`src/design/motorized_detent_lever_controller_defines.svh`:
```
// assertion helpers for the detent lever controller
`ifndef MOTORIZED_DETENT_LEVER_CONTROLLER_DEFINES_SVH
`define MOTORIZED_DETENT_LEVER_CONTROLLER_DEFINES_SVH

// same-cycle implication, checked out of reset
`define MDLC_ASSERT_NOW(label, clk, rst_n, ante, cons, msg) \
    label: assert property (@(posedge clk) disable iff (!rst_n) (ante) |-> (cons)) \
        else $error(msg);

// next-cycle implication, checked out of reset
`define MDLC_ASSERT_NEXT(label, clk, rst_n, ante, cons, msg) \
    label: assert property (@(posedge clk) disable iff (!rst_n) (ante) |=> (cons)) \
        else $error(msg);

`endif

```
`src/design/mdlc_pkg.sv`:
```
package mdlc_pkg;

    localparam int SAMPLE_BITS_DEFAULT = 11;
    localparam int TOL_W               = 8;
    localparam int LEVEL_W             = 8;
    localparam int ID_W                = 16;
    localparam int CFG_INDEX_W         = 3;

    // configuration register indexes
    typedef enum logic [CFG_INDEX_W-1:0] {
        CFG_REVERSE_POS = 3'd0,
        CFG_NEUTRAL_POS = 3'd1,
        CFG_FORWARD_POS = 3'd2,
        CFG_TOLERANCE   = 3'd3,
        CFG_DRIVE_LEVEL = 3'd4
    } cfg_index_t;

    localparam int unsigned REVERSE_POS_RESET = 400;
    localparam int unsigned NEUTRAL_POS_RESET = 830;
    localparam int unsigned FORWARD_POS_RESET = 1260;
    localparam logic [TOL_W-1:0]   TOLERANCE_RESET   = 8'd33;
    localparam logic [LEVEL_W-1:0] DRIVE_LEVEL_RESET = 8'd255;

    // reverser codes
    localparam logic signed [1:0] SETTING_REVERSE = -2'sd1;
    localparam logic signed [1:0] SETTING_NEUTRAL = 2'sd0;
    localparam logic signed [1:0] SETTING_FORWARD = 2'sd1;

endpackage

```
`src/design/motorized_detent_lever_controller.sv`:
```
// Motorized detent lever controller.
// Input channel (in_valid/in_ready) takes one request per tick while in_ready is high: lever_sample,
// loco_id and loco_setting. Output channel (out_valid/out_ready) returns one
// result per request: motor direction and speed, detent report and mode.
// Config channel (cfg_valid/cfg_ready, cfg_index, cfg_data) writes the detent
// positions, arrival tolerance and drive level; cfg_ready is always high and
// writes are expected only while no request is in flight.
// Timing: a request accepted into the input register is evaluated from there and
// lands in the output register once that register is free or being taken; out_valid
// then rises. Throughput: one request per cycle while out_ready stays high, as the
// evaluation between the two registers is combinational.
// A new request is taken while a finished result still waits, as long as the
// input register is empty; when out_ready stays low both registers fill and
// in_ready drops until the output is taken.
// Reset: mode goes to idle, the stored locomotive to 0, registers to their
// default detent positions, tolerance 33 and drive level 255; both stages empty.
`include "motorized_detent_lever_controller_defines.svh"

module motorized_detent_lever_controller
    import mdlc_pkg::*;
#(
    parameter int SAMPLE_BITS = SAMPLE_BITS_DEFAULT
)
(
    input  logic                          clk,
    input  logic                          rst_n,

    input  logic                          cfg_valid,
    output logic                          cfg_ready,
    input  logic [CFG_INDEX_W-1:0]        cfg_index,
    input  logic [SAMPLE_BITS-1:0]        cfg_data,

    input  logic                          in_valid,
    output logic                          in_ready,
    input  logic [SAMPLE_BITS-1:0]        lever_sample,
    input  logic [ID_W-1:0]               loco_id,
    input  logic signed [1:0]             loco_setting,

    output logic                          out_valid,
    input  logic                          out_ready,
    output logic                          drive_clockwise,
    output logic [LEVEL_W-1:0]            drive_speed,
    output logic                          report_valid,
    output logic signed [1:0]             report_setting,
    output logic [1:0]                    mode_now
);

    typedef enum logic [1:0] {
        MODE_IDLE      = 2'd0,
        MODE_RESETTING = 2'd1,
        MODE_ACCEPTING = 2'd2
    } mode_t;

    localparam int SUM_W = SAMPLE_BITS + 1;

    // configuration registers
    logic [SAMPLE_BITS-1:0] reverse_pos_reg;
    logic [SAMPLE_BITS-1:0] neutral_pos_reg;
    logic [SAMPLE_BITS-1:0] forward_pos_reg;
    logic [TOL_W-1:0]       tolerance_reg;
    logic [LEVEL_W-1:0]     drive_level_reg;

    // input stage
    logic                   in_valid_reg;
    logic [SAMPLE_BITS-1:0] sample_reg;
    logic [ID_W-1:0]        id_reg;
    logic signed [1:0]      setting_reg;

    // controller state
    mode_t                  mode_reg;
    logic [ID_W-1:0]        loco_reg;

    // output stage
    logic                   out_valid_reg;
    logic                   cw_reg;
    logic [LEVEL_W-1:0]     speed_reg;
    logic                   report_valid_reg;
    logic signed [1:0]      report_setting_reg;
    logic [1:0]             mode_now_reg;

    logic                   advance;
    logic                   process;

    mode_t                  mode_cur;
    mode_t                  mode_next;
    logic [SUM_W-1:0]       twice_pos;
    logic [SUM_W-1:0]       low_mid_sum;
    logic [SUM_W-1:0]       high_mid_sum;
    logic signed [1:0]      closest;
    logic signed [1:0]      aim;
    logic [SAMPLE_BITS-1:0] target;
    logic signed [SUM_W-1:0] diff;
    logic [SAMPLE_BITS-1:0] distance;
    logic                   near;
    logic                   cw_next;
    logic [LEVEL_W-1:0]     speed_next;
    logic                   report_valid_next;
    logic signed [1:0]      report_setting_next;

    assign cfg_ready = 1'b1;
    assign advance   = !out_valid_reg || out_ready;
    assign in_ready  = !in_valid_reg || advance;
    assign process   = in_valid_reg && advance;

    always_ff @(posedge clk or negedge rst_n)
    begin
        if (!rst_n)
        begin
            reverse_pos_reg <= SAMPLE_BITS'(REVERSE_POS_RESET);
            neutral_pos_reg <= SAMPLE_BITS'(NEUTRAL_POS_RESET);
            forward_pos_reg <= SAMPLE_BITS'(FORWARD_POS_RESET);
            tolerance_reg   <= TOLERANCE_RESET;
            drive_level_reg <= DRIVE_LEVEL_RESET;
        end
        else if (cfg_valid && cfg_ready)
        begin
            case (cfg_index)
                CFG_REVERSE_POS: reverse_pos_reg <= cfg_data;
                CFG_NEUTRAL_POS: neutral_pos_reg <= cfg_data;
                CFG_FORWARD_POS: forward_pos_reg <= cfg_data;
                CFG_TOLERANCE:   tolerance_reg   <= cfg_data[TOL_W-1:0];
                CFG_DRIVE_LEVEL: drive_level_reg <= cfg_data[LEVEL_W-1:0];
                default:         ;
            endcase
        end
    end

    always_ff @(posedge clk or negedge rst_n)
    begin
        if (!rst_n)
        begin
            in_valid_reg <= 1'b0;
        end
        else if (in_ready)
        begin
            in_valid_reg <= in_valid;
        end
    end

    always_ff @(posedge clk)
    begin
        if (in_valid && in_ready)
        begin
            sample_reg  <= lever_sample;
            id_reg      <= loco_id;
            setting_reg <= loco_setting;
        end
    end

    // a new identifier restarts the homing toward the requested detent
    assign mode_cur = (id_reg != loco_reg) ? MODE_RESETTING : mode_reg;

    assign twice_pos    = {sample_reg, 1'b0};
    assign low_mid_sum  = {1'b0, neutral_pos_reg} + {1'b0, reverse_pos_reg};
    assign high_mid_sum = {1'b0, forward_pos_reg} + {1'b0, neutral_pos_reg};

    // a sample exactly on a midpoint snaps to neutral
    always_comb
    begin
        priority if (twice_pos < low_mid_sum)
            closest = SETTING_REVERSE;
        else if (twice_pos > high_mid_sum)
            closest = SETTING_FORWARD;
        else
            closest = SETTING_NEUTRAL;
    end

    assign aim = (mode_cur == MODE_RESETTING) ? setting_reg : closest;

    // the meaningless code -2 aims at neutral
    always_comb
    begin
        priority if (aim == SETTING_REVERSE)
            target = reverse_pos_reg;
        else if (aim == SETTING_FORWARD)
            target = forward_pos_reg;
        else
            target = neutral_pos_reg;
    end

    assign diff = $signed({1'b0, sample_reg}) - $signed({1'b0, target});
    always_comb
    begin
        if (diff[SUM_W-1])
            distance = SAMPLE_BITS'(-diff);
        else
            distance = diff[SAMPLE_BITS-1:0];
    end
    assign near = distance < SAMPLE_BITS'(tolerance_reg);

    always_comb
    begin
        mode_next           = mode_cur;
        cw_next             = 1'b0;
        speed_next          = '0;
        report_valid_next   = 1'b0;
        report_setting_next = SETTING_NEUTRAL;
        if (mode_cur == MODE_RESETTING || mode_cur == MODE_ACCEPTING)
        begin
            if (near)
            begin
                cw_next = 1'b1;
                if (mode_cur == MODE_RESETTING)
                begin
                    mode_next = MODE_ACCEPTING;
                end
                else
                begin
                    report_valid_next   = 1'b1;
                    report_setting_next = closest;
                end
            end
            else
            begin
                cw_next    = !(sample_reg > target);
                speed_next = drive_level_reg;
            end
        end
    end

    always_ff @(posedge clk or negedge rst_n)
    begin
        if (!rst_n)
        begin
            mode_reg           <= MODE_IDLE;
            loco_reg           <= '0;
            out_valid_reg      <= 1'b0;
            cw_reg             <= 1'b0;
            speed_reg          <= '0;
            report_valid_reg   <= 1'b0;
            report_setting_reg <= SETTING_NEUTRAL;
            mode_now_reg       <= MODE_IDLE;
        end
        else if (advance)
        begin
            out_valid_reg <= in_valid_reg;
            if (process)
            begin
                mode_reg           <= mode_next;
                loco_reg           <= id_reg;
                cw_reg             <= cw_next;
                speed_reg          <= speed_next;
                report_valid_reg   <= report_valid_next;
                report_setting_reg <= report_setting_next;
                mode_now_reg       <= mode_next;
            end
        end
    end

    assign out_valid       = out_valid_reg;
    assign drive_clockwise = cw_reg;
    assign drive_speed     = speed_reg;
    assign report_valid    = report_valid_reg;
    assign report_setting  = report_setting_reg;
    assign mode_now        = mode_now_reg;

    `MDLC_ASSERT_NOW(a_report_only_at_rest, clk, rst_n,
        out_valid && report_valid,
        (mode_now == MODE_ACCEPTING) && (drive_speed == '0) && drive_clockwise,
        "report given while not resting in accepting mode")

    `MDLC_ASSERT_NOW(a_idle_motor_off, clk, rst_n,
        out_valid && (mode_now == MODE_IDLE),
        (drive_speed == '0) && !drive_clockwise && !report_valid,
        "motor commanded while idle")

    `MDLC_ASSERT_NEXT(a_new_loco_leaves_idle, clk, rst_n,
        process && (id_reg != loco_reg),
        (mode_reg == MODE_RESETTING) || (mode_reg == MODE_ACCEPTING),
        "identifier change did not start homing")

    `MDLC_ASSERT_NOW(a_stall_only_when_full, clk, rst_n,
        !in_ready,
        in_valid_reg && out_valid_reg && !out_ready,
        "input stalled with room in the pipeline")

endmodule

```
`config.mk`:
```
export PLATFORM = sky130hd
export DESIGN_NAME = motorized_detent_lever_controller
export DESIGN_NICKNAME = d
export VERILOG_FILES = /design/src/design/mdlc_pkg.sv /design/src/design/motorized_detent_lever_controller.sv
export VERILOG_INCLUDE_DIRS = /design/src /design/src/design
export SDC_FILE = /design/constraint.sdc
export NUM_CORES = 1
export LEC_CHECK = 0
export BUFFER_PORTS_ARGS = -buffer_cell sky130_fd_sc_hd__buf_4
export CAP_MARGIN = 20
export CELL_PAD_IN_SITES_DETAIL_PLACEMENT = 1
export CELL_PAD_IN_SITES_GLOBAL_PLACEMENT = 1
export CORE_ASPECT_RATIO = 2
export CORE_MARGIN = 4
export CORE_UTILIZATION = 44
export CTS_CLUSTER_DIAMETER = 200
export CTS_CLUSTER_SIZE = 24
export DETAILED_ROUTE_END_ITERATION = 10
export PLACE_DENSITY = 0.79
export SYNTH_ARGS = -nofsm -noshare
export SYNTH_HDL_FRONTEND = slang
export SYNTH_SLANG_ARGS = --single-unit
```
`constraint.sdc`:
```
create_clock -name clk -period 7.42 [get_ports clk]
set_clock_uncertainty 0.05 [all_clocks]
set_input_delay 1.855 -clock clk [delete_from_list [all_inputs] [get_ports clk]]
set_output_delay 1.855 -clock clk [all_outputs]
set_load 0.005 [all_outputs]
```
==> impl_metrics.env <==
export IMPL_synth_top_area_cell="dfrtp_1"
export IMPL_end_kind="register"
export IMPL_grt_overflow_total=0
export IMPL_hold_viol_final=0
export IMPL_wl_mm=19.6
export IMPL_path_class="register to register"
export IMPL_ys_flop_type="dfrtp_1"
export IMPL_synth_avg_cell_area_um2=11.6
export IMPL_grt_antenna_before_repair=0
export IMPL_outcome="completed"
export IMPL_min_period_ns=7.15
export IMPL_synthArstFlopShare_pct=73.6
export IMPL_synth_cells=591
export IMPL_fp_dieH_um=185
export IMPL_drive_above_1_share_pct=38.5
export IMPL_grt_max_degree=82
export IMPL_synth_edff_count=29
export IMPL_yosys_register_bits=110
export IMPL_num_io_pins=65
export IMPL_cts_tree="yes"
export IMPL_path_buf_inv=1
export IMPL_path_max_fanout=7
export IMPL_slew_headroom_pct=51.3
export IMPL_place_hpwl_mm=15.1
export IMPL_start_util_pct=44.9
export IMPL_synthDistinctLibCells=72
export IMPL_setup_viol=0
export IMPL_crit_slowest_cell="dfstp_2"
export IMPL_portBuffers=63
export IMPL_dr_pass1_iters=4
export IMPL_clockBufferDepth=2
export IMPL_num_vias=5191
export IMPL_die_area_um2=17800
export IMPL_path_clk_slew_ns=0.07
export IMPL_fp_dieW_um=96.3
export IMPL_routabilityCongestion=0.912
export IMPL_vdd_drop_max_mv=0.204
export IMPL_slew_violations=0
export IMPL_wl_per_cell_um=21.9
export IMPL_synth_area_leaders="dfrtp_1, edfxtp_1, mux2_2"
export IMPL_hold_path_class="register to register"
export IMPL_row_count=64
export IMPL_maxCapViolations=0
export IMPL_syn_area_um2=6860
export IMPL_cp_data_arrival_time_ns=7.35
export IMPL_grt_pass1_wl_mm=30.4
export IMPL_antennaDiodeCount=0
export IMPL_numClockSinks=110
export IMPL_timing_fmax_ghz=0.140
export IMPL_coreArea_um2=15300
export IMPL_fin_total_pwr_mw=2.75
export IMPL_crit_required_ns=7.61
export IMPL_p_leak_nw=3.66
export IMPL_period_share_pct=96.4
export IMPL_p_per_area_nw_per_um2=330
export IMPL_tightestPinTransition_ns=0.730
export IMPL_critical_path_top_delay_family="compound AO/OA/AOI/OAI gates"
export IMPL_post_route_drc_count=0
export IMPL_cts_buffers=9
export IMPL_hold_buffers=0
export IMPL_drt_iter0_markers=179
export IMPL_track_usage_pct=23.0
export IMPL_synth_warnings=0
export IMPL_max_stage_delay_ns=0.56
export IMPL_clock_root_buffer="clkbuf_16"
export IMPL_htreeDepth=3
export IMPL_insertion_delay_ns=0.36
export IMPL_drtAntennaViolNets=0
export IMPL_area_delta_synth_final_pct=21.5
export IMPL_ys_seq_area_share_pct=42.7
export IMPL_fin_tns_setup_ns=0
export IMPL_synth_nets=708
export IMPL_vias_per_cell=5.79
export IMPL_synth_top_area_share_pct=20.1
export IMPL_start_kind="register"
export IMPL_grt_pass1_vias=5909
export IMPL_nets=811
==> per-layer routing <==
metal / global-route usage [%] / wire [um]
met1: 21.9 / 6470
met2: 44.0 / 11400
met3: 3.43 / 534
met4: 14.0 / 1200
met5: 0 / 0
==> cells in the mapped netlist (all sizes together), types with 2 or more instances <==
master / instances
a211oi: 4
a21boi: 2
a21o: 10
a21oi: 26
a311oi: 3
a31oi: 3
a32o: 8
and3: 7
buf: 7
clkbuf: 9
dfrtp: 55
dfstp: 26
edfxtp: 29
fa: 3
ha: 66
inv: 32
mux2: 77
mux2i: 14
nand2: 23
nand2b: 9
nand3: 9
nand3b: 2
nand4: 8
nand4b: 2
nor2: 18
nor2b: 6
nor3: 9
nor3b: 2
nor4: 4
nor4b: 2
o211ai: 8
o21a: 6
o21ai: 23
o21bai: 7
or3: 4
or4b: 2
xnor2: 36
xor2: 7
==> power breakdown <==
part | total [mW] | internal [mW] | switching [mW] | leakage (nW)
Sequential | 0.858 | 0.758 | 0.0996 | 1.21
Combinational | 1.40 | 0.678 | 0.725 | 2.30
Clock | 0.492 | 0.270 | 0.222 | 0.146
==> worst paths after layout <==
kind | from | end | slack (ns) | cells past startpoint
max reg2reg | neutral_pos_reg[1] | mode_now[0] | 0.27 | 32
max in group asynchronous | rst_n | drive_level_reg[1] | 5.35 | 2
min reg2reg | drive_speed[2] | drive_speed[2] | 0.45 | 1
min in group asynchronous | rst_n | forward_pos_reg[8] | 1.32 | 1
max | neutral_pos_reg[1] | mode_now[0] | 0.27 | 32
min | drive_speed[2] | drive_speed[2] | 0.45 | 1
==> what timing repair did <==
action	CTS	global route
endpoints found under the hold margin	0	0
resized for setup	8	36
pin swaps	3	23
gates cloned	0	0
buffers inserted	4	6
endpoints found under the setup margin	14	14
==> logic make-up (layout without fill, tap and decap cells) <==
kind of cell | after synthesis | count (layout) | share of synthesized area (%)
multiplexers | 91 | 91 | 14.7
other | 1 | 1 | 0.0547
buffers and inverters | 48 | 156 | 2.88
AND/OR/NAND/NOR | 113 | 113 | 9.34
AO/OA/AOI/OAI | 116 | 116 | 11.9
adder cells (fa/ha/maj) | 69 | 69 | 12.9
XOR/XNOR | 43 | 43 | 5.49
flip-flops | 110 | 110 | 42.7
==> metrics by stage <==
| stage | cells | worst slack [ns] | hold slack (ns) | instance area [um2] | util, % |
|---|---|---|---|---|---|
| 2_1_floorplan | 591 | 0.123 | 0.421 | 6860 | - |
| 3_3_place_gp | 867 | 0.107 | 0.435 | 7750 | 50.7 |
| 3_5_place_dp | 869 | -0.260 | 0.435 | 7770 | 50.8 |
| 4_1_cts | 889 | 0.0150 | 0.450 | 8130 | 53.1 |
| 5_1_grt | 897 | -0.0321 | 0.487 | 8340 | 54.5 |
| 6_report | 897 | 0.268 | 0.446 | 8340 | 54.5 |
==> cells in the final DEF (no fill, tap or decap), types with 13 or more instances in the layout <==
cell	count
xnor2_1	36
dfstp_2	26
ha_1	63
buf_4	101
a21oi_1	15
o21ai_0	14
edfxtp_1	29
dfrtp_1	54
mux2i_1	13
nor2_1	18
inv_1	32
nand2_1	21
mux2_2	76
==> area by class of cell <==
type / count / area, um2
inverters: 32 / 120
repair buffers: 108 / 856
well taps: 198 / 248
fillers: 1602 / 6960
clock inverters: 6 / 60.1
multi-input cells: 433 / 3880
flip-flops and latches: 110 / 2930
clock buffers: 10 / 239
Power figures use the tool's default switching activity.
